--- config.mk ---
export PLATFORM = sky130hd
export DESIGN_NAME = cfir_sum_round
export DESIGN_NICKNAME = d
export VERILOG_FILES = /design/src/design/complex_fir_filter_defines.svh /design/src/design/cfir_pkg.sv /design/src/design/cfir_sum_round.sv
export SDC_FILE = /design/constraint.sdc
export NUM_CORES = 1
export LEC_CHECK = 0
export BUFFER_PORTS_ARGS = -buffer_cell sky130_fd_sc_hd__buf_2
export CAP_MARGIN = 20
export CORE_AREA = 2 2 218 220
export DETAILED_ROUTE_END_ITERATION = 12
export DIE_AREA = 0 0 220 222
export PLACE_DENSITY = 0.56
export SLEW_MARGIN = 20
export SYNTH_ARGS = -nofsm -noshare
export SYNTH_HDL_FRONTEND = slang
export SYNTH_SLANG_ARGS = --single-unit
--- constraint.sdc ---
create_clock -name vclk -period 18.5
set_input_delay 5.55 -clock vclk [all_inputs]
set_output_delay 5.55 -clock vclk [all_outputs]
set_load 0.01 [all_outputs]
--- src/design/complex_fir_filter_defines.svh ---
// Assertion macros for the complex FIR filter.
// Used by the top level; depends on nothing else.
`ifndef COMPLEX_FIR_FILTER_DEFINES_SVH
`define COMPLEX_FIR_FILTER_DEFINES_SVH

`ifndef SYNTHESIS
// Implication in the same cycle, disabled while reset is asserted.
`define CFIR_ASSERT_SAME(lbl, clk, rstn, ante, cons, msg) \
    lbl: assert property (@(posedge clk) disable iff (!rstn) (ante) |-> (cons)) \
        else $error(msg);
// Implication in the next cycle, disabled while reset is asserted.
`define CFIR_ASSERT_NEXT(lbl, clk, rstn, ante, cons, msg) \
    lbl: assert property (@(posedge clk) disable iff (!rstn) (ante) |=> (cons)) \
        else $error(msg);
`else
`define CFIR_ASSERT_SAME(lbl, clk, rstn, ante, cons, msg)
`define CFIR_ASSERT_NEXT(lbl, clk, rstn, ante, cons, msg)
`endif

`endif

--- src/design/cfir_pkg.sv ---
// Shared types, widths and the round/saturate function of the complex FIR filter.
// Depends on nothing; every file but the defines header imports it.
`default_nettype none

package cfir_pkg;

    // Filter length and register file size.
    localparam int NUM_TAPS  = 8;
    localparam int TAP_REGS  = 8;
    localparam int TAP_IDX_W = $clog2(TAP_REGS);
    localparam int CFG_IDX_W = TAP_IDX_W + 1;
    localparam int CFG_W     = 32;
    localparam int DLY_D     = (NUM_TAPS > 1) ? NUM_TAPS - 1 : 1;

    // Arithmetic widths: 16x16 products, one extra bit for the sum of two,
    // then growth for the accumulation over all taps.
    localparam int SMP_W  = 16;
    localparam int MUL_W  = 2 * SMP_W;
    localparam int PROD_W = MUL_W + 1;
    localparam int ACC_W  = PROD_W + $clog2(NUM_TAPS);
    localparam int FRAC_W = 15;
    localparam int SH_W   = ACC_W + 1 - FRAC_W;

    localparam int ROUND_BIAS = 16384;
    localparam logic signed [SH_W-1:0] SAT_MAX = SH_W'(32767);
    localparam logic signed [SH_W-1:0] SAT_MIN = SH_W'(-32768);
    localparam logic signed [SMP_W-1:0] OUT_MAX = 16'sh7fff;
    localparam logic signed [SMP_W-1:0] OUT_MIN = 16'sh8000;

    // Complex Q1.15 value, real part in the upper half.
    typedef struct packed {
        logic signed [SMP_W-1:0] re;
        logic signed [SMP_W-1:0] im;
    } t_cplx;

    // Complex product of one tap and one sample, full precision.
    typedef struct packed {
        logic signed [PROD_W-1:0] re;
        logic signed [PROD_W-1:0] im;
    } t_prod;

    // One rounded and saturated part with its clip flag.
    typedef struct packed {
        logic signed [SMP_W-1:0] val;
        logic                    clip;
    } t_rs;

    // Round half toward plus infinity, drop the fraction, clip to Q1.15.
    function automatic t_rs round_sat(input logic signed [ACC_W-1:0] acc);
        logic signed [ACC_W:0]  biased;
        logic signed [SH_W-1:0] sh;
        t_rs                    r;
        biased = (ACC_W+1)'(acc) + (ACC_W+1)'(ROUND_BIAS);
        sh     = biased[ACC_W:FRAC_W];
        if (sh > SAT_MAX) begin
            r.val  = OUT_MAX;
            r.clip = 1'b1;
        end else if (sh < SAT_MIN) begin
            r.val  = OUT_MIN;
            r.clip = 1'b1;
        end else begin
            r.val  = sh[SMP_W-1:0];
            r.clip = 1'b0;
        end
        return r;
    endfunction

endpackage

`default_nettype wire

--- src/design/cfir_sum_round.sv ---
// Adds the lane products and rounds and saturates both parts to Q1.15.
// Depends on cfir_pkg.
`default_nettype none

module cfir_sum_round (
    input  wire cfir_pkg::t_prod i_prod [cfir_pkg::NUM_TAPS],
    output cfir_pkg::t_rs   o_re,
    output cfir_pkg::t_rs   o_im
);
    import cfir_pkg::*;

    logic signed [ACC_W-1:0] acc_re;
    logic signed [ACC_W-1:0] acc_im;

    // Exact sum over all taps.
    always_comb begin
        acc_re = '0;
        acc_im = '0;
        for (int k = 0; k < NUM_TAPS; k++) begin
            acc_re = acc_re + ACC_W'(i_prod[k].re);
            acc_im = acc_im + ACC_W'(i_prod[k].im);
        end
    end

    assign o_re = round_sat(acc_re);
    assign o_im = round_sat(acc_im);

endmodule

`default_nettype wire

* Word level (Yosys, flattened, before mapping)
Index checks and enable logic that the tools add are counted.
** Operators by class
- Add/subtract/negate cells :: 16
- Multiplexer cells :: 4
- Magnitude comparators :: 4
** Operators by type and width (number)
- 36-bit by 33-bit adder with 36-bit output :: 8
- 36-bit by 16-bit adder with 37-bit output (second input constant) :: 2
- 35-bit by 33-bit adder with 36-bit output :: 2
- 34-bit by 33-bit adder with 35-bit output :: 2
- 33-bit by 33-bit adder with 34-bit output :: 2
- 17-bit 2-to-1 mux :: 4
- 22-bit by 16-bit greater-than comparator with 1-bit output (second input constant) :: 2
- 22-bit by 16-bit less-than comparator with 1-bit output (second input constant) :: 2
** Word-level totals
- Output and inout port bits :: 34
- Flip-flop bits (word level) :: 0

* Longest topological paths before layout
- Depth in word-level cells :: 11
- Depth in mapped cells :: 21
- Mapped depth without buffers :: 19

* Worst setup path after synthesis
No wires, ideal clock.
- Kind :: input to output
- From :: input port i_prod[240] in the netlist's numbering
- To :: output port o_re[10] in the netlist's numbering
- Slack :: 2.710 ns
- Arrival :: 10.240 ns
- Path buffers :: 1
- Stages on the path :: 20
- Cells stage by stage :: inv_1 fa_1 inv_1 fa_1 fa_1 inv_1 fa_1 inv_1 ha_1 nand4_1 a21oi_1 a21o_2 a41oi_4 o41ai_4 o2bb2ai_2 a31oi_1 o21a_1 o41a_1 buf_6 a21o_1
** RTL lines
- start, declared :: line cfir_sum_round.sv:6 : input wire cfir_pkg::t_prod i_prod [cfir_pkg::NUM_TAPS],
- end, declared :: line cfir_sum_round.sv:7 : output cfir_pkg::t_rs o_re,

==> results.tsv <==
stage	metric	value	unit
placement	placed_area	0.0189	mm^2
logic_synthesis	seq_area_frac_synth	0	%
setup_path	critPathRequiredTime	12.95	ns
placement	dp_hpwl	42100	um
die	start_util	33.3	%
setup_path	critPathCaptureType	primary output	
route	num_vias	12720	
route	drt-pass1-iter-count	5	
setup_path	crit_start	i_prod[207]	
sta	slew_headroom	44.7	%
sta	hold_violations	0	
placement	routabilityCongestion	0.955	
global_routing	antenna_found_initial	8	
min_path	worstHoldStart	i_prod[527]	
logic_synthesis	synth_fp_nets	2840	
cells_and_area	nNetsFinal	3389	
setup_path	cp_max_fo	13	
setup_path	start_kind	primary input	
route	drtIter0Drc	405	
setup_path	critical_path_class	primary input to primary output	
setup_path	crit_arrival	11.38	ns
clock_tree	cts-hold-fix-buffers	0	
placement	place_ws	1.53	ns
die	dieArea	0.0488	mm^2
sta	fin_crit_sh	91.5	%
cells_and_area	final_common_cell	inv_1	
route	wirelength	43300	um
sta	fin_crit	16.93	ns
sta	layout_setup_ws	1.57	ns
global_routing	grt_pass1_wl	70700	um
clock_tree	post_cts_resized	0	
logic_synthesis	synth_area	0.0154	mm^2
sta	fmax	0.0591	GHz
sta	setup_tns	0	ns
die	rows	79	
global_routing	grtUsageTotal	18.1	%
cells_and_area	area_delta_synth_final	22.7	%
cells_and_area	drive_above_1_share	24.8	%
min_path	hold_path.class	primary input to primary output	
logic_synthesis	syn_avg_cell_area	8.66	um^2
cells_and_area	clock_buffers	0	
cells_and_area	fin_area	0.0189	mm^2
job	drv_cap	0	
placement	port_buffers	562	
cells_and_area	seq_cell_count	0	
route	vias_per_cell	4.33	
logic_synthesis	yosysWarningCount	0	
logic_synthesis	netlist-cell-type-count	61	
clock_tree	cts_setup_buffers	0	
min_path	holdPathStages	8	
route	drcViolationCount	0	
sta	rsz0062_at_grt	no	
min_path	whs_endpoint	o_re[16]	
sta	worst-slew-pin-transition	0.824	ns
die	coreArea	0.0463	mm^2
sta	final_max_slew_viol_count	0	
die	die_y	222	um
global_routing	globalRouteOverflowTotal	0	
die	die_width	220	um
cells_and_area	seqCellArea	0	um^2
route	routedWlPerCell	14.7	um
outcome	status	complete, no violations	
sta	hold_slack	12.24	ns
logic_synthesis	syn_inst	1778	
global_routing	grt_max_degree	17	
die	io_pins	562	
sta	setup_viol	0	
global_routing	grt_pass1_vias	14545	
cells_and_area	most-common-layout-cells	inv_1 (805), buf_2 (562), fa_1 (400), ha_1 (134), a21oi_1 (63)	
route	drtAntennaViolNets	0	
-- layer usage --
metal	track usage, %	part of all wire (%)	wire length, um	vias up
met2	33.6	51	22200	392
met4	2.60	1.8	777	10
met1	22.4	41	17700	6129
met3	2.58	6.0	2600	48
met5	0	0.15	65	-
li1	-	-	-	6141
-- cells by family (layout without fill, tap and decap cells) --
kind of cell	Yosys count	in the layout	share of synthesized area, %
compound gates	224	224	9.53
xor+xnor	44	44	2.50
fa+ha+maj	534	534	62.9
buf+inv	820	1367	20.2
mux	1	1	0.0650
other cells	0	4	0
simple gates	155	155	4.84
-- metrics by stage --
| step | utilization [%] | instances |
|---|---|---|
| after floorplan | - | 1778 |
| after global placement | 40.8 | 2932 |
| after detailed placement | 40.8 | 2932 |
| after CTS | 40.8 | 2932 |
| after global routing | 40.8 | 2935 |
| final | 40.8 | 2936 |
-- area by class of cell --
type / instances / area, um^2
Timing Repair Buffer: 562 / 2810
Fill cell: 4844 / 27400
Inverter: 805 / 3020
Antenna cell: 4 / 10.0
Multi-Input combinational cell: 958 / 12300
Tap cell: 607 / 759
-- worst max path at each step --
| stage | end | slack (ns) | cells past startpoint |
|---|---|---|---|
| detailed placement | o_im[4] | 1.53 | 21 |
| CTS | o_im[4] | 1.52 | 21 |
| global placement | o_re[8] | 1.59 | 21 |
| global route | o_im[4] | 1.10 | 21 |
| finish | o_im[4] | 1.57 | 21 |
| floorplan | o_re[10] | 2.71 | 20 |
-- cells in the mapped netlist, types with 2 or more instances --
library cell  instances  area [um^2]
xor2_1               15          131
o31a_1                3         26.3
nor2b_1               5         31.3
o2111ai_1             2         17.5
nand4_1              14         87.6
fa_1                400         8010
nand2_1              58          218
a41oi_1               4         35.0
clkbuf_1              8         30.0
nor3_1                9         45.0
a21oi_1              63          315
xnor2_1              29          254
a21o_2                6         52.6
nor4_1                3         18.8
o21a_1                6         45.0
and2_1                4         25.0
nor2_1               29          109
a21o_1               26          195
nand3_1              13         65.1
ha_1                134         1680
a41o_1                2         20.0
and4_1                2         17.5
buf_6                 2         22.5
o21ai_1              13         65.1
o211ai_1              4         30.0
a31oi_1               9         56.3
or3_1                 2         12.5
nand2b_1              2         12.5
and3_1                8         50.1
o21bai_1             11         82.6
buf_2                 3         15.0
o31ai_1               3         22.5
buf_4                 2         15.0
o22ai_1               3         18.8
a211oi_1              6         45.0
a211o_1               2         17.5
o21ai_0              44          220
a22oi_1               2         15.0
inv_1               805         3020
-- worst max-delay path: stages --
cell and delay [ns]:
buf_2 0.07, inv_1 0.04, fa_1 0.63, inv_1 0.09, fa_1 0.52, fa_1 0.50, inv_1 0.05, fa_1 0.47
inv_1 0.05, ha_1 0.31, a21oi_1 0.14, o21ai_0 0.09, a211oi_1 0.43, o21a_1 0.29, o31a_1 0.22, o21ai_0 0.11
xor2_1 0.17, or4_4 0.57, o31ai_2 0.68, o21ai_0 0.19, buf_2 0.19
Power is left out: the tool's default activity adds up to more than one toggle a clock period on the data nets, which glitch-free logic cannot reach.
