==> src/design/complex_fir_filter_defines.svh <==
// Assertion macros for the complex FIR filter.
// Used by the top level; depends on nothing else.
`ifndef COMPLEX_FIR_FILTER_DEFINES_SVH
`define COMPLEX_FIR_FILTER_DEFINES_SVH

`ifndef SYNTHESIS
// Implication in the same cycle, disabled while reset is asserted.
`define CFIR_ASSERT_SAME(lbl, clk, rstn, ante, cons, msg) \
    lbl: assert property (@(posedge clk) disable iff (!rstn) (ante) |-> (cons)) \
        else $error(msg);
// Implication in the next cycle, disabled while reset is asserted.
`define CFIR_ASSERT_NEXT(lbl, clk, rstn, ante, cons, msg) \
    lbl: assert property (@(posedge clk) disable iff (!rstn) (ante) |=> (cons)) \
        else $error(msg);
`else
`define CFIR_ASSERT_SAME(lbl, clk, rstn, ante, cons, msg)
`define CFIR_ASSERT_NEXT(lbl, clk, rstn, ante, cons, msg)
`endif

`endif

==> src/design/cfir_pkg.sv <==
// Shared types, widths and the round/saturate function of the complex FIR filter.
// Depends on nothing; every file but the defines header imports it.
`default_nettype none

package cfir_pkg;

    // Filter length and register file size.
    localparam int NUM_TAPS  = 8;
    localparam int TAP_REGS  = 8;
    localparam int TAP_IDX_W = $clog2(TAP_REGS);
    localparam int CFG_IDX_W = TAP_IDX_W + 1;
    localparam int CFG_W     = 32;
    localparam int DLY_D     = (NUM_TAPS > 1) ? NUM_TAPS - 1 : 1;

    // Arithmetic widths: 16x16 products, one extra bit for the sum of two,
    // then growth for the accumulation over all taps.
    localparam int SMP_W  = 16;
    localparam int MUL_W  = 2 * SMP_W;
    localparam int PROD_W = MUL_W + 1;
    localparam int ACC_W  = PROD_W + $clog2(NUM_TAPS);
    localparam int FRAC_W = 15;
    localparam int SH_W   = ACC_W + 1 - FRAC_W;

    localparam int ROUND_BIAS = 16384;
    localparam logic signed [SH_W-1:0] SAT_MAX = SH_W'(32767);
    localparam logic signed [SH_W-1:0] SAT_MIN = SH_W'(-32768);
    localparam logic signed [SMP_W-1:0] OUT_MAX = 16'sh7fff;
    localparam logic signed [SMP_W-1:0] OUT_MIN = 16'sh8000;

    // Complex Q1.15 value, real part in the upper half.
    typedef struct packed {
        logic signed [SMP_W-1:0] re;
        logic signed [SMP_W-1:0] im;
    } t_cplx;

    // Complex product of one tap and one sample, full precision.
    typedef struct packed {
        logic signed [PROD_W-1:0] re;
        logic signed [PROD_W-1:0] im;
    } t_prod;

    // One rounded and saturated part with its clip flag.
    typedef struct packed {
        logic signed [SMP_W-1:0] val;
        logic                    clip;
    } t_rs;

    // Round half toward plus infinity, drop the fraction, clip to Q1.15.
    function automatic t_rs round_sat(input logic signed [ACC_W-1:0] acc);
        logic signed [ACC_W:0]  biased;
        logic signed [SH_W-1:0] sh;
        t_rs                    r;
        biased = (ACC_W+1)'(acc) + (ACC_W+1)'(ROUND_BIAS);
        sh     = biased[ACC_W:FRAC_W];
        if (sh > SAT_MAX) begin
            r.val  = OUT_MAX;
            r.clip = 1'b1;
        end else if (sh < SAT_MIN) begin
            r.val  = OUT_MIN;
            r.clip = 1'b1;
        end else begin
            r.val  = sh[SMP_W-1:0];
            r.clip = 1'b0;
        end
        return r;
    endfunction

endpackage

`default_nettype wire

==> src/design/cfir_cmac_lane.sv <==
// One complex multiply lane: tap times sample, registered at full precision.
// Depends on cfir_pkg.
`default_nettype none

module cfir_cmac_lane (
    input  wire logic       i_clk,
    input  wire logic       i_en,
    input  wire cfir_pkg::t_cplx i_smp,
    input  wire cfir_pkg::t_cplx i_tap,
    output cfir_pkg::t_prod o_prod
);
    import cfir_pkg::*;

    logic signed [MUL_W-1:0] ac;
    logic signed [MUL_W-1:0] bd;
    logic signed [MUL_W-1:0] ad;
    logic signed [MUL_W-1:0] bc;
    t_prod                   n_prod;
    t_prod                   r_prod;

    // (a + jb)(c + jd) = (ac - bd) + j(ad + bc)
    assign ac = i_smp.re * i_tap.re;
    assign bd = i_smp.im * i_tap.im;
    assign ad = i_smp.re * i_tap.im;
    assign bc = i_smp.im * i_tap.re;

    always_comb begin
        n_prod.re = PROD_W'(ac) - PROD_W'(bd);
        n_prod.im = PROD_W'(ad) + PROD_W'(bc);
    end

    // Product register advances with the pipeline.
    always_ff @(posedge i_clk) begin
        if (i_en) begin
            r_prod <= n_prod;
        end
    end

    assign o_prod = r_prod;

endmodule

`default_nettype wire

==> config.mk <==
export PLATFORM = sky130hd
export DESIGN_NAME = cfir_cmac_lane
export DESIGN_NICKNAME = d
export VERILOG_FILES = /design/src/design/complex_fir_filter_defines.svh /design/src/design/cfir_pkg.sv /design/src/design/cfir_cmac_lane.sv
export SDC_FILE = /design/constraint.sdc
export NUM_CORES = 2
export LEC_CHECK = 0
export ABC_AREA = 1
export BUFFER_PORTS_ARGS = -buffer_cell sky130_fd_sc_hd__buf_2
export CAP_MARGIN = 30
export CORE_UTILIZATION = 35
export CTS_BUF_LIST = sky130_fd_sc_hd__clkbuf_16
export DETAILED_ROUTE_END_ITERATION = 6
export PLACE_DENSITY = 0.53
export SLEW_MARGIN = 20
export SYNTH_ARGS = -nofsm -noshare
export SYNTH_HDL_FRONTEND = slang
export SYNTH_SLANG_ARGS = --single-unit
==> constraint.sdc <==
create_clock -name i_clk -period 6.8 [get_ports i_clk]
set_clock_uncertainty 0.15 [all_clocks]
set_input_delay 0.34 -clock i_clk [delete_from_list [all_inputs] [get_ports i_clk]]
set_output_delay 0.34 -clock i_clk [all_outputs]
set_load 0.05 [all_outputs]
Word level (Yosys, flattened, before mapping)
Index checks and enable logic that the tools add are counted.
Widths: inputs -> output; s select.
Storage, ports and cells
  register bits after elaboration: 66
  input bits: 66
Cells by class
  add/subtract/negate cells: 2
  multipliers: 4
Operators by type and width (number)
  $mul 16x16->32: 4
  $add 32x32->33: 1
  $sub 32x32->33: 1

Longest topological paths before layout
  depth after elaboration: 2
  depth in mapped cells: 32
  gate-level depth less buffers: 31

Worst setup path before layout
Ideal clock, no wire load.
  path kind: input port to flip-flop
  from: input port i_tap[0] (netlist name)
  to: register r_prod, in the netlist o_prod[54], data pin
  data arrival time: 6.492 ns
  required time: 6.391 ns
  path slack: -0.101 ns
  stages: 21
  buffers on the path: 1
  cells stage by stage: clkbuf_1 -> nand2_1 -> inv_1 -> fa_1 -> fa_1 -> fa_1 -> inv_1 -> fa_1 -> fa_1 -> fa_1 -> fa_1 -> inv_1 -> fa_1 -> inv_1 -> ha_1 -> a21oi_1 -> a21boi_0 -> o21ai_0 -> a21oi_1 -> nand2_1 -> xor2_1
RTL lines
  start: declaration: line cfir_cmac_lane.sv:9  | input wire cfir_pkg::t_cplx i_tap,
  end signal: assignment: line cfir_cmac_lane.sv:35  | r_prod <= n_prod;
  end: declaration: line cfir_cmac_lane.sv:19  | t_prod r_prod;

==> results.md <==
* Cell count after synthesis at 5285
* Gr usage total at 20.6%
* Hold Path Class: primary input to register
* Initial Utilization at 35.2%
* Ys Warns at 0
* Clock Tree Root: clkbuf_16
* Post-Route WL at 124000 um
* Crit end category: register
* Core Region at 125000 um2
* WL met1 at 55900 um
* Crit start category: primary input
* Max FFs per register at 66
* MaxCap Viol Count at 0
* Fin. Hold Viols at 0
* Synth unique cells at 35
* Final ANT Viol Nets at 0
* Via density at 4.42
* Drt first pass iters at 5
* Synthesized area per cell at 8.36 um2
* WP data arrival at 6.66 ns
* Layout Nets at 7380
* CTS H-tree lvls at 3
* P&R area growth vs syn at 18.8%
* Cts bufs inserted at 9
* Share of layout cells above drive strength 1 at 15.8%
* Status: finished, final reports clean
* Die Wd at 357 um
* Total I/O pin count at 132
* Critical path type: primary input to register
* Post-route clock period utilization at 97.8%
* Vias in the first global route at 35800
* Flops & latches, synth at 66
* Post-synthesis sequential area ratio at 4.48%
* Clk sinks at 66
* Remaining global-route overflow at 0
* Met2 routed WL at 60300 um
* Die Area at 128000 um2
* DRC Markers at 0
* Top sig layer: met5
* First-pass GRT wire length at 200000 um
* Syn_nets at 6834
* Largest net degree at the start of global routing at 35
* Max Freq at 150 MHz
* Clock slew at the register clock pins of the worst setup and hold paths at 0.07 ns
* Minimum clock period at 6.65 ns
* Final Max Tran Viols at 0
* Die Y at 357 um
* CTS Hold Buffers Added at 0
* Met3 WL post-DR at 5040 um
* DP HPWL at 112000 um
* Tightest Pin Transition at 0.585 ns
* Wire per inst at 16.5 um
* Max Buffers Root-to-Sink at 2
* Final setup fails at 0
* Via count at 33100
* Fillcell total at 12600
* CP Data Required Time at 6.82 ns
* Slew margin rel. at 60.9%
* Drt initial violations at 1667
* Antenna violations before repair at 6
* Worst Path Max Fanout at 8
* Cell Area, Synth at 44200 um2
* CTS tree: built
* IO Port Bufs at 131
* Gpl congestion at 0.888
* Fin Setup TNS at 0 ns
* FP Rows at 130
[cells by family (layout without fill, tap and decap cells)]
kind of cell               after synthesis  after routing  synth area share, %
DFF                                     66             66                 4.48
other                                    0              1                    0
AOI/OAI and AO/OA                      126            126                 1.63
adders and majority gates             1483           1483                 61.9
and+or+nand+nor                       1501           1501                 13.5
buffers and inverters                 2055           2606                 17.5
xor gates and xnor gates                54             54                 1.07
[cell type report]
| type | count | area (um2) | area share [%] |
|---|---|---|---|
| Clock buffer | 9 | 225 | 0.429 |
| Multi-Input combinational cell | 3164 | 35000 | 66.7 |
| Timing Repair Buffer | 728 | 6180 | 11.8 |
| Antenna cell | 1 | 2.50 | 0.00477 |
| Clock inverter | 7 | 37.5 | 0.0715 |
| Inverter | 1862 | 7000 | 13.3 |
| Sequential cell | 66 | 1980 | 3.78 |
| Tap cell | 1650 | 2060 | 3.93 |
[metal layers]
metal	vias up	GRT usage, %
met1	16800	28.9
met2	598	34.5
met5	-	0
li1	15600	-
met4	12	4.29
met3	85	2.06
[cells in the final DEF, fill, tap and decap left out, types with 9 or more instances in the layout]
| master | netlist | final |
|---|---|---|
| a21oi_1 | 63 | 42 |
| a21oi_2 | 3 | 24 |
| buf_12 | 0 | 69 |
| buf_2 | 0 | 99 |
| buf_4 | 0 | 524 |
| buf_6 | 0 | 18 |
| clkbuf_16 | 0 | 9 |
| clkbuf_4 | 0 | 16 |
| edfxtp_1 | 66 | 66 |
| fa_1 | 1173 | 1157 |
| fa_2 | 0 | 16 |
| ha_1 | 310 | 289 |
| ha_4 | 0 | 16 |
| inv_1 | 1862 | 1845 |
| inv_2 | 0 | 15 |
| nand2_1 | 1233 | 1216 |
| nand2_2 | 10 | 25 |
| nand3_1 | 63 | 59 |
| nand4_1 | 13 | 13 |
| nor2_1 | 129 | 110 |
| nor2_2 | 8 | 24 |
| o21ai_0 | 31 | 18 |
| o21ai_1 | 2 | 15 |
| or2_2 | 22 | 22 |
| xnor2_1 | 10 | 10 |
| xor2_1 | 44 | 44 |
[synth_stat cells, drive strengths merged]
cell type  count  area [um2]
o211ai         4        40.0
edfxtp        66        1980
fa          1173       23500
a21boi         3        22.5
and3           1        6.26
nor2         139         557
xnor2         10        87.6
nand4         13        81.3
inv         1862        6990
or2           22         138
a31oi          2        12.5
nand3b         2        15.0
o21ai         34         174
nor3          11        75.1
ha           310        3880
nand3         68         365
o21bai         7        52.6
o21a           2        15.0
a21o           7        52.6
clkbuf       193         724
nand2b         1        6.26
xor2          44         385
nand2       1244        4700
a211oi         1        7.51
a21oi         66         342
[repair_timing]
item,4_1_cts,5_1_grt
endpoints found under the setup margin,15,39
pin swaps,0,54
setup buffers,1,14
resized for setup,15,193
[worst max-delay path, cell delays in order]
cell and delay [ns]:
buf_6 0.13, buf_12 0.14, buf_4 0.16, nand2_1 0.07, inv_1 0.05, fa_1 0.47, inv_1 0.06, fa_1 0.53
inv_1 0.05, fa_1 0.50, inv_1 0.06, fa_1 0.51, fa_1 0.52, inv_1 0.05, fa_1 0.47, fa_1 0.52
inv_1 0.05, fa_1 0.52, inv_1 0.06, ha_1 0.33, a21oi_2 0.22, o21ai_0 0.13, nand2_1 0.17, nand2_1 0.18
a21oi_1 0.16, nand2_1 0.08, xor2_1 0.14
[metrics by stage]
step                      area (um2)  setup WS, ns  hold WS [ns]  std cells  util (%)
final                          52500         0.153         0.265       7487      41.9
after global routing           52500       -0.0171         0.276       7486      41.9
after CTS                      51700        0.0131         0.259       7472      41.2
after detailed placement       51400        -0.618         0.710       7455      41.0
after global placement         51400        -0.623         0.731       7454      41.0
after floorplan                44200     0.0000688         0.302       5285         -
[path summary, 6_finish.rpt]
check      start          to  cells after the start
max    i_tap[18]  o_prod[57]                     27
min         i_en  o_prod[32]                      1
Power is left out: the tool's default activity adds up to more than one toggle a clock period on the data nets, which glitch-free logic cannot reach.
