<file path="src/design/complex_fir_filter_defines.svh">
// Assertion macros for the complex FIR filter.
// Used by the top level; depends on nothing else.
`ifndef COMPLEX_FIR_FILTER_DEFINES_SVH
`define COMPLEX_FIR_FILTER_DEFINES_SVH

`ifndef SYNTHESIS
// Implication in the same cycle, disabled while reset is asserted.
`define CFIR_ASSERT_SAME(lbl, clk, rstn, ante, cons, msg) \
    lbl: assert property (@(posedge clk) disable iff (!rstn) (ante) |-> (cons)) \
        else $error(msg);
// Implication in the next cycle, disabled while reset is asserted.
`define CFIR_ASSERT_NEXT(lbl, clk, rstn, ante, cons, msg) \
    lbl: assert property (@(posedge clk) disable iff (!rstn) (ante) |=> (cons)) \
        else $error(msg);
`else
`define CFIR_ASSERT_SAME(lbl, clk, rstn, ante, cons, msg)
`define CFIR_ASSERT_NEXT(lbl, clk, rstn, ante, cons, msg)
`endif

`endif

</file>
<file path="src/design/cfir_pkg.sv">
// Shared types, widths and the round/saturate function of the complex FIR filter.
// Depends on nothing; every file but the defines header imports it.
`default_nettype none

package cfir_pkg;

    // Filter length and register file size.
    localparam int NUM_TAPS  = 8;
    localparam int TAP_REGS  = 8;
    localparam int TAP_IDX_W = $clog2(TAP_REGS);
    localparam int CFG_IDX_W = TAP_IDX_W + 1;
    localparam int CFG_W     = 32;
    localparam int DLY_D     = (NUM_TAPS > 1) ? NUM_TAPS - 1 : 1;

    // Arithmetic widths: 16x16 products, one extra bit for the sum of two,
    // then growth for the accumulation over all taps.
    localparam int SMP_W  = 16;
    localparam int MUL_W  = 2 * SMP_W;
    localparam int PROD_W = MUL_W + 1;
    localparam int ACC_W  = PROD_W + $clog2(NUM_TAPS);
    localparam int FRAC_W = 15;
    localparam int SH_W   = ACC_W + 1 - FRAC_W;

    localparam int ROUND_BIAS = 16384;
    localparam logic signed [SH_W-1:0] SAT_MAX = SH_W'(32767);
    localparam logic signed [SH_W-1:0] SAT_MIN = SH_W'(-32768);
    localparam logic signed [SMP_W-1:0] OUT_MAX = 16'sh7fff;
    localparam logic signed [SMP_W-1:0] OUT_MIN = 16'sh8000;

    // Complex Q1.15 value, real part in the upper half.
    typedef struct packed {
        logic signed [SMP_W-1:0] re;
        logic signed [SMP_W-1:0] im;
    } t_cplx;

    // Complex product of one tap and one sample, full precision.
    typedef struct packed {
        logic signed [PROD_W-1:0] re;
        logic signed [PROD_W-1:0] im;
    } t_prod;

    // One rounded and saturated part with its clip flag.
    typedef struct packed {
        logic signed [SMP_W-1:0] val;
        logic                    clip;
    } t_rs;

    // Round half toward plus infinity, drop the fraction, clip to Q1.15.
    function automatic t_rs round_sat(input logic signed [ACC_W-1:0] acc);
        logic signed [ACC_W:0]  biased;
        logic signed [SH_W-1:0] sh;
        t_rs                    r;
        biased = (ACC_W+1)'(acc) + (ACC_W+1)'(ROUND_BIAS);
        sh     = biased[ACC_W:FRAC_W];
        if (sh > SAT_MAX) begin
            r.val  = OUT_MAX;
            r.clip = 1'b1;
        end else if (sh < SAT_MIN) begin
            r.val  = OUT_MIN;
            r.clip = 1'b1;
        end else begin
            r.val  = sh[SMP_W-1:0];
            r.clip = 1'b0;
        end
        return r;
    endfunction

endpackage

`default_nettype wire

</file>
<file path="src/design/cfir_tap_regs.sv">
// Tap register file of the complex FIR filter, written through the config port.
// Depends on cfir_pkg.
`default_nettype none

module cfir_tap_regs (
    input  wire logic                           i_clk,
    input  wire logic                           i_rst_n,
    input  wire logic                           i_cfg_we,
    input  wire logic [cfir_pkg::CFG_IDX_W-1:0] i_cfg_idx,
    input  wire logic [cfir_pkg::CFG_W-1:0]     i_cfg_data,
    output cfir_pkg::t_cplx                     o_taps [cfir_pkg::TAP_REGS]
);
    import cfir_pkg::*;

    t_cplx r_taps [TAP_REGS];
    logic  idx_ok;

    // Writes beyond the register list are dropped.
    assign idx_ok = i_cfg_idx < CFG_IDX_W'(TAP_REGS);

    // Taps clear at reset and load on a write to their index.
    always_ff @(posedge i_clk) begin
        if (!i_rst_n) begin
            for (int k = 0; k < TAP_REGS; k++) begin
                r_taps[k] <= '0;
            end
        end else if (i_cfg_we && idx_ok) begin
            r_taps[i_cfg_idx[TAP_IDX_W-1:0]] <= i_cfg_data;
        end
    end

    assign o_taps = r_taps;

endmodule

`default_nettype wire

</file>
<file path="config.mk">
export PLATFORM = sky130hd
export DESIGN_NAME = cfir_tap_regs
export DESIGN_NICKNAME = d
export VERILOG_FILES = /design/src/design/complex_fir_filter_defines.svh /design/src/design/cfir_pkg.sv /design/src/design/cfir_tap_regs.sv
export SDC_FILE = /design/constraint.sdc
export NUM_CORES = 1
export LEC_CHECK = 0
export BUFFER_PORTS_ARGS = -buffer_cell sky130_fd_sc_hd__buf_2
export CAP_MARGIN = 15
export CORE_MARGIN = 4
export CORE_UTILIZATION = 40
export CTS_BUF_LIST = sky130_fd_sc_hd__clkbuf_8 sky130_fd_sc_hd__clkbuf_16
export CTS_CLUSTER_DIAMETER = 40
export DETAILED_ROUTE_END_ITERATION = 12
export GPL_ROUTABILITY_DRIVEN = 1
export PLACE_DENSITY = 0.68
export SYNTH_ARGS = -nofsm -noshare
export SYNTH_HDL_FRONTEND = slang
export SYNTH_SLANG_ARGS = --single-unit
</file>
<file path="constraint.sdc">
create_clock -name i_clk -period 1.15 [get_ports i_clk]
set_input_delay 0.1725 -clock i_clk [delete_from_list [all_inputs] [get_ports i_clk]]
set_output_delay 0.1725 -clock i_clk [all_outputs]
set_load 0.03 [all_outputs]
</file>
== Word level (Yosys, flattened, before mapping) ==
Index checks and enable logic that the tools add are counted.

* Flip-flop bits (word level): 256
* Bits of input ports: 39
* Output and inout bits: 256
* Word-level logic and storage cells: 25

* $lt $le $gt $ge: 3
* Multiplexer cells: 3
* Bitwise gates (word level): 1
* Reductions and logical operators: 2

{| class="wikitable"
|+ Operator list
! cell !! count
|-
| bitwise mux 256 bit || 1
|-
| demux 32 bit (select 3 bit) || 1
|-
| 2-to-1 mux 32 bit || 1
|-
| >= comparator 4 bit, second input constant || 1
|-
| < comparator 4 x 1 -> 1 bit, second input constant || 1
|-
| < comparator 4 bit, second input constant || 1
|-
| NOT 3 -> 4 bit || 1
|-
| logical AND 1 bit || 2
|}

== Depth between registers and ports, before layout ==
* Depth after elaboration: 6
* Gate-level depth with buffers: 5
* Mapped depth without buffers: 3

== Least setup slack after synthesis ==
OpenSTA, ideal clock, no wires.

* Path kind: input -> register
* Start point: input port i_cfg_idx[3] (netlist name)
* End point: register r_taps, in the netlist o_taps[192]
* Library setup time: 0.126 ns
* Arrival: 1.020 ns
* Required time: 1.024 ns
* Slack: 0.005 ns
* Stages on the path: 5
* Path buffers: 2
* Path through: nand3b_4 -> or3_1 -> buf_6 -> buf_6 -> mux2i_1

* Word-level cells in the longest chain between the ends: 2

{| class="wikitable"
|+ Ends and longest elaborated chain
! element !! line !! text
|-
| start: declaration || cfir_tap_regs.sv:9 || <nowiki>input wire logic [cfir_pkg::CFG_IDX_W-1:0] i_cfg_idx,</nowiki>
|-
| < comparator 4 bit || cfir_tap_regs.sv:19 || <nowiki>assign idx_ok = i_cfg_idx < CFG_IDX_W'(TAP_REGS);</nowiki>
|-
| logical AND 1 bit || cfir_tap_regs.sv:27 || <nowiki>end else if (i_cfg_we && idx_ok) begin</nowiki>
|-
| end signal: indexed assignment || cfir_tap_regs.sv:28 || <nowiki>r_taps[i_cfg_idx[TAP_IDX_W-1:0]] <= i_cfg_data;</nowiki>
|-
| end: declaration || cfir_tap_regs.sv:15 || <nowiki>t_cplx r_taps [TAP_REGS];</nowiki>
|}

No other way between the ends.
A chain may end at the register's enable or synchronous reset.

== Worst setup path in the final report ==
* Start point: register r_taps, in the netlist o_taps[89]
* End point: output port o_taps[89] (netlist name)

{| class="wikitable"
|+ RTL lines
! element !! line !! text
|-
| end: declaration || cfir_tap_regs.sv:11 || <nowiki>output cfir_pkg::t_cplx o_taps [cfir_pkg::TAP_REGS]</nowiki>
|}

No word-level cell between the ends.

==> summary.txt <==
STA
  – Setup tns final: -62.1 ps
  – Slew @ Worst Pin: 413 ps
  – Final worst slack: -14.5 ps
  – Slew HR: 72.4%
  – FMAX: 0.859 GHz
  – Final hold violations: 0
  – Clk_skew: 0 ps
  – Slew Viols, Final: 0
  – Final Cycle Share: 101%
  – Setup violators final: 11
  – Fin crit period: 1160 ps
  – RSZ-0062 raised after global routing: yes

Finish
  – Fillers: 1,581
  – Syn-to-layout area delta: 62.8%
  – Max reg flops: 256
  – Layout Cells excl Fill: 1,580
  – Most common cell after layout, fill and taps aside: nand2_1
  – Layout cells sized above 1: 57.6%
  – Leading cell types in the layout, fill and taps excluded: 289 x nand2_1, 256 x mux2i_1, 256 x dfxtp_2, 256 x buf_6, 111 x buf_4
  – Final net count: 1,310
  – Diode count: 0

Global route
  – GR Layer Usage met3: 6.45%
  – GR Layer Usage met1: 25.4%
  – Global Route met2 Usage: 39.7%
  – GRT Total Usage: 22.4%
  – Gr ovfl total: 0
  – Largest net degree at the start of global routing: 39
  – Grt peak-use layer: met2
  – First-pass GRT wire length: 46,000 µm
  – Initial antenna violation count: 0
  – Vias in the first global route: 8,107

Detailed routing
  – DRT Wirelength: 30,400 µm
  – Routed WL per cell: 19.3 µm
  – Vias: 7,797
  – Post-DRT Antenna Nets: 0
  – Via-per-instance ratio: 4.93
  – DRT iter0 DRCs: 360
  – DRT Pass-1 Iters: 7
  – DRC viols: 0

Status
  – Violated checks: negative setup slack
  – Status: finished, violations left

Logic synthesis
  – Average size of a mapped cell: 10.5 µm²
  – Synthesized cell area: 9220 µm²
  – Register bit total from synthesis: 256
  – Synth warnings: 0
  – Dominant cell type by area after synthesis: dfxtp_1
  – Syn Inst Count: 874
  – Synth top area share: 55.6%
  – Top cells by area, synth: dfxtp_1 56%, mux2i_1 28%, nand2_1 12%
  – Seq/Total Area, Yosys: 55.6%
  – Syn nets: 913
  – Unique masters post-synth: 15

CTS
  – Sink Count: 256
  – Root Driver: clkbuf_16
  – Clock buffer depth: 3
  – Htree depth: 2
  – Clk slew on worst S/H paths: 60 ps
  – CTS tree: built
  – Num CTS Buffers: 34
  – Worst-Skew Late Latency: 490 ps

Setup path
  – Critical path arrival: 990 ps
  – Crit path cell chain: buf_6
  – Critical path's top delay family: flip-flops
  – Worst Setup End Kind: output port
  – Worst path buffer plus inverter count: 1
  – Slowest cell on crit path: dfxtp_2
  – Worst Path Max Fanout: 2
  – Crit Path Class: reg2out
  – Flop2flop setup slack: 310 ps
  – Worst Path Required: 980 ps
  – Crit-path max cell delay: 360 ps
  – Startpoint Class: flip-flop

Placed design
  – Gpl congestion: 0.780
  – Buffers on Ports: 294
  – Placed cell count: 1,442
  – HPWL after DPL: 18,300 µm

Pwr
  – Peak supply drop: 889 µV
  – Total power: 21.3 mW
  – Switching share of power: 23.6%
  – Clock power frac: 50.7%
  – PD cells: 1420 nW/µm²
  – Flop pwr share: 42.7%
  – Pleak: 7.07 nW
  – Comb pwr share: 6.6%
  – Pint: 16.3 mW
  – Net switching power: 5.03 mW

Die
  – Die Wd: 160 µm
  – Cell row count: 55
  – I/O Pins: 295
  – Die Area: 25,500 µm²
  – Core Footprint: 22,600 µm²
  – Initial Util: 40.7%
  – Die Y: 160 µm

Flow run
  – # Max-Cap Violations: 0

Min path
  – Hold Path Class: in2reg
[cells in the mapped netlist (all sizes together)]
cell      n
buf      40
nor2      2
nor3b     3
mux2i   256
and3      1
dfxtp   256
or3       1
nand2   290
clkbuf   22
nand3b    3
[cells by family (layout without fill, tap and decap cells)]
group         count (synthesis)  after routing  share of synthesized area [%]
mux                         256            256                           27.8
simple gates                300            300                           12.7
flops                       256            256                           55.6
buf+inv                      62            483                           3.90
[layout make-up]
| cell class | count | area [µm²] | share of cell area, % |
|---|---|---|---|
| well taps | 285 | 357 | 2.38 |
| clock buffers | 37 | 903 | 6.02 |
| flip-flops and latches | 256 | 5450 | 36.3 |
| multi-input cells | 556 | 3760 | 25.0 |
| repair buffers | 423 | 4280 | 28.5 |
| clock inverters | 23 | 273 | 1.82 |
[layer usage]
| layer | up-vias | share of wire (%) |
|---|---|---|
| li1 | 3685 | - |
| met1 | 3733 | 39 |
| met2 | 294 | 50 |
| met3 | 85 | 6.6 |
| met4 | 0 | 4.1 |
| met5 | - | 0 |
[path summary, 6_finish.rpt]
path | cells past startpoint | to | from
max reg2reg | 4 | o_taps[61] | o_taps[61]
max | 1 | o_taps[89] | o_taps[89]
min reg2reg | 2 | o_taps[75] | o_taps[75]
min | 4 | o_taps[255] | i_cfg_data[31]
[power by group through the flow]
| stage | Clock, mW | Sequential [mW] | Combinational [mW] |
|---|---|---|---|
| after floorplan | 0 | 9.46 | 0.463 |
| after global placement | 0 | 9.24 | 1.19 |
| after detailed placement | 0 | 9.24 | 1.20 |
| after CTS | 10.9 | 9.09 | 1.35 |
| after global routing | 11.4 | 9.10 | 1.48 |
| final | 10.8 | 9.09 | 1.40 |
[stage by stage]
stage               worst slack (ps)  cell area (µm²)  hold WS, ps  utilization [%]
finish                         -14.5            15000          110             66.3
global route                   -44.3            15000          122             66.3
CTS                            -18.9            14600         92.5             64.3
detailed placement              -322            11300          445             50.0
global placement                -281            11300          438             50.0
floorplan                       4.52             9220          451                -
[repair_timing]
action	4_1_cts	5_1_grt
hold buffers	0	0
resized for setup	768	0
setup buffers	18	60
endpoints found under the setup margin	256	235
No activity file was read; power rests on OpenSTA's default activity.
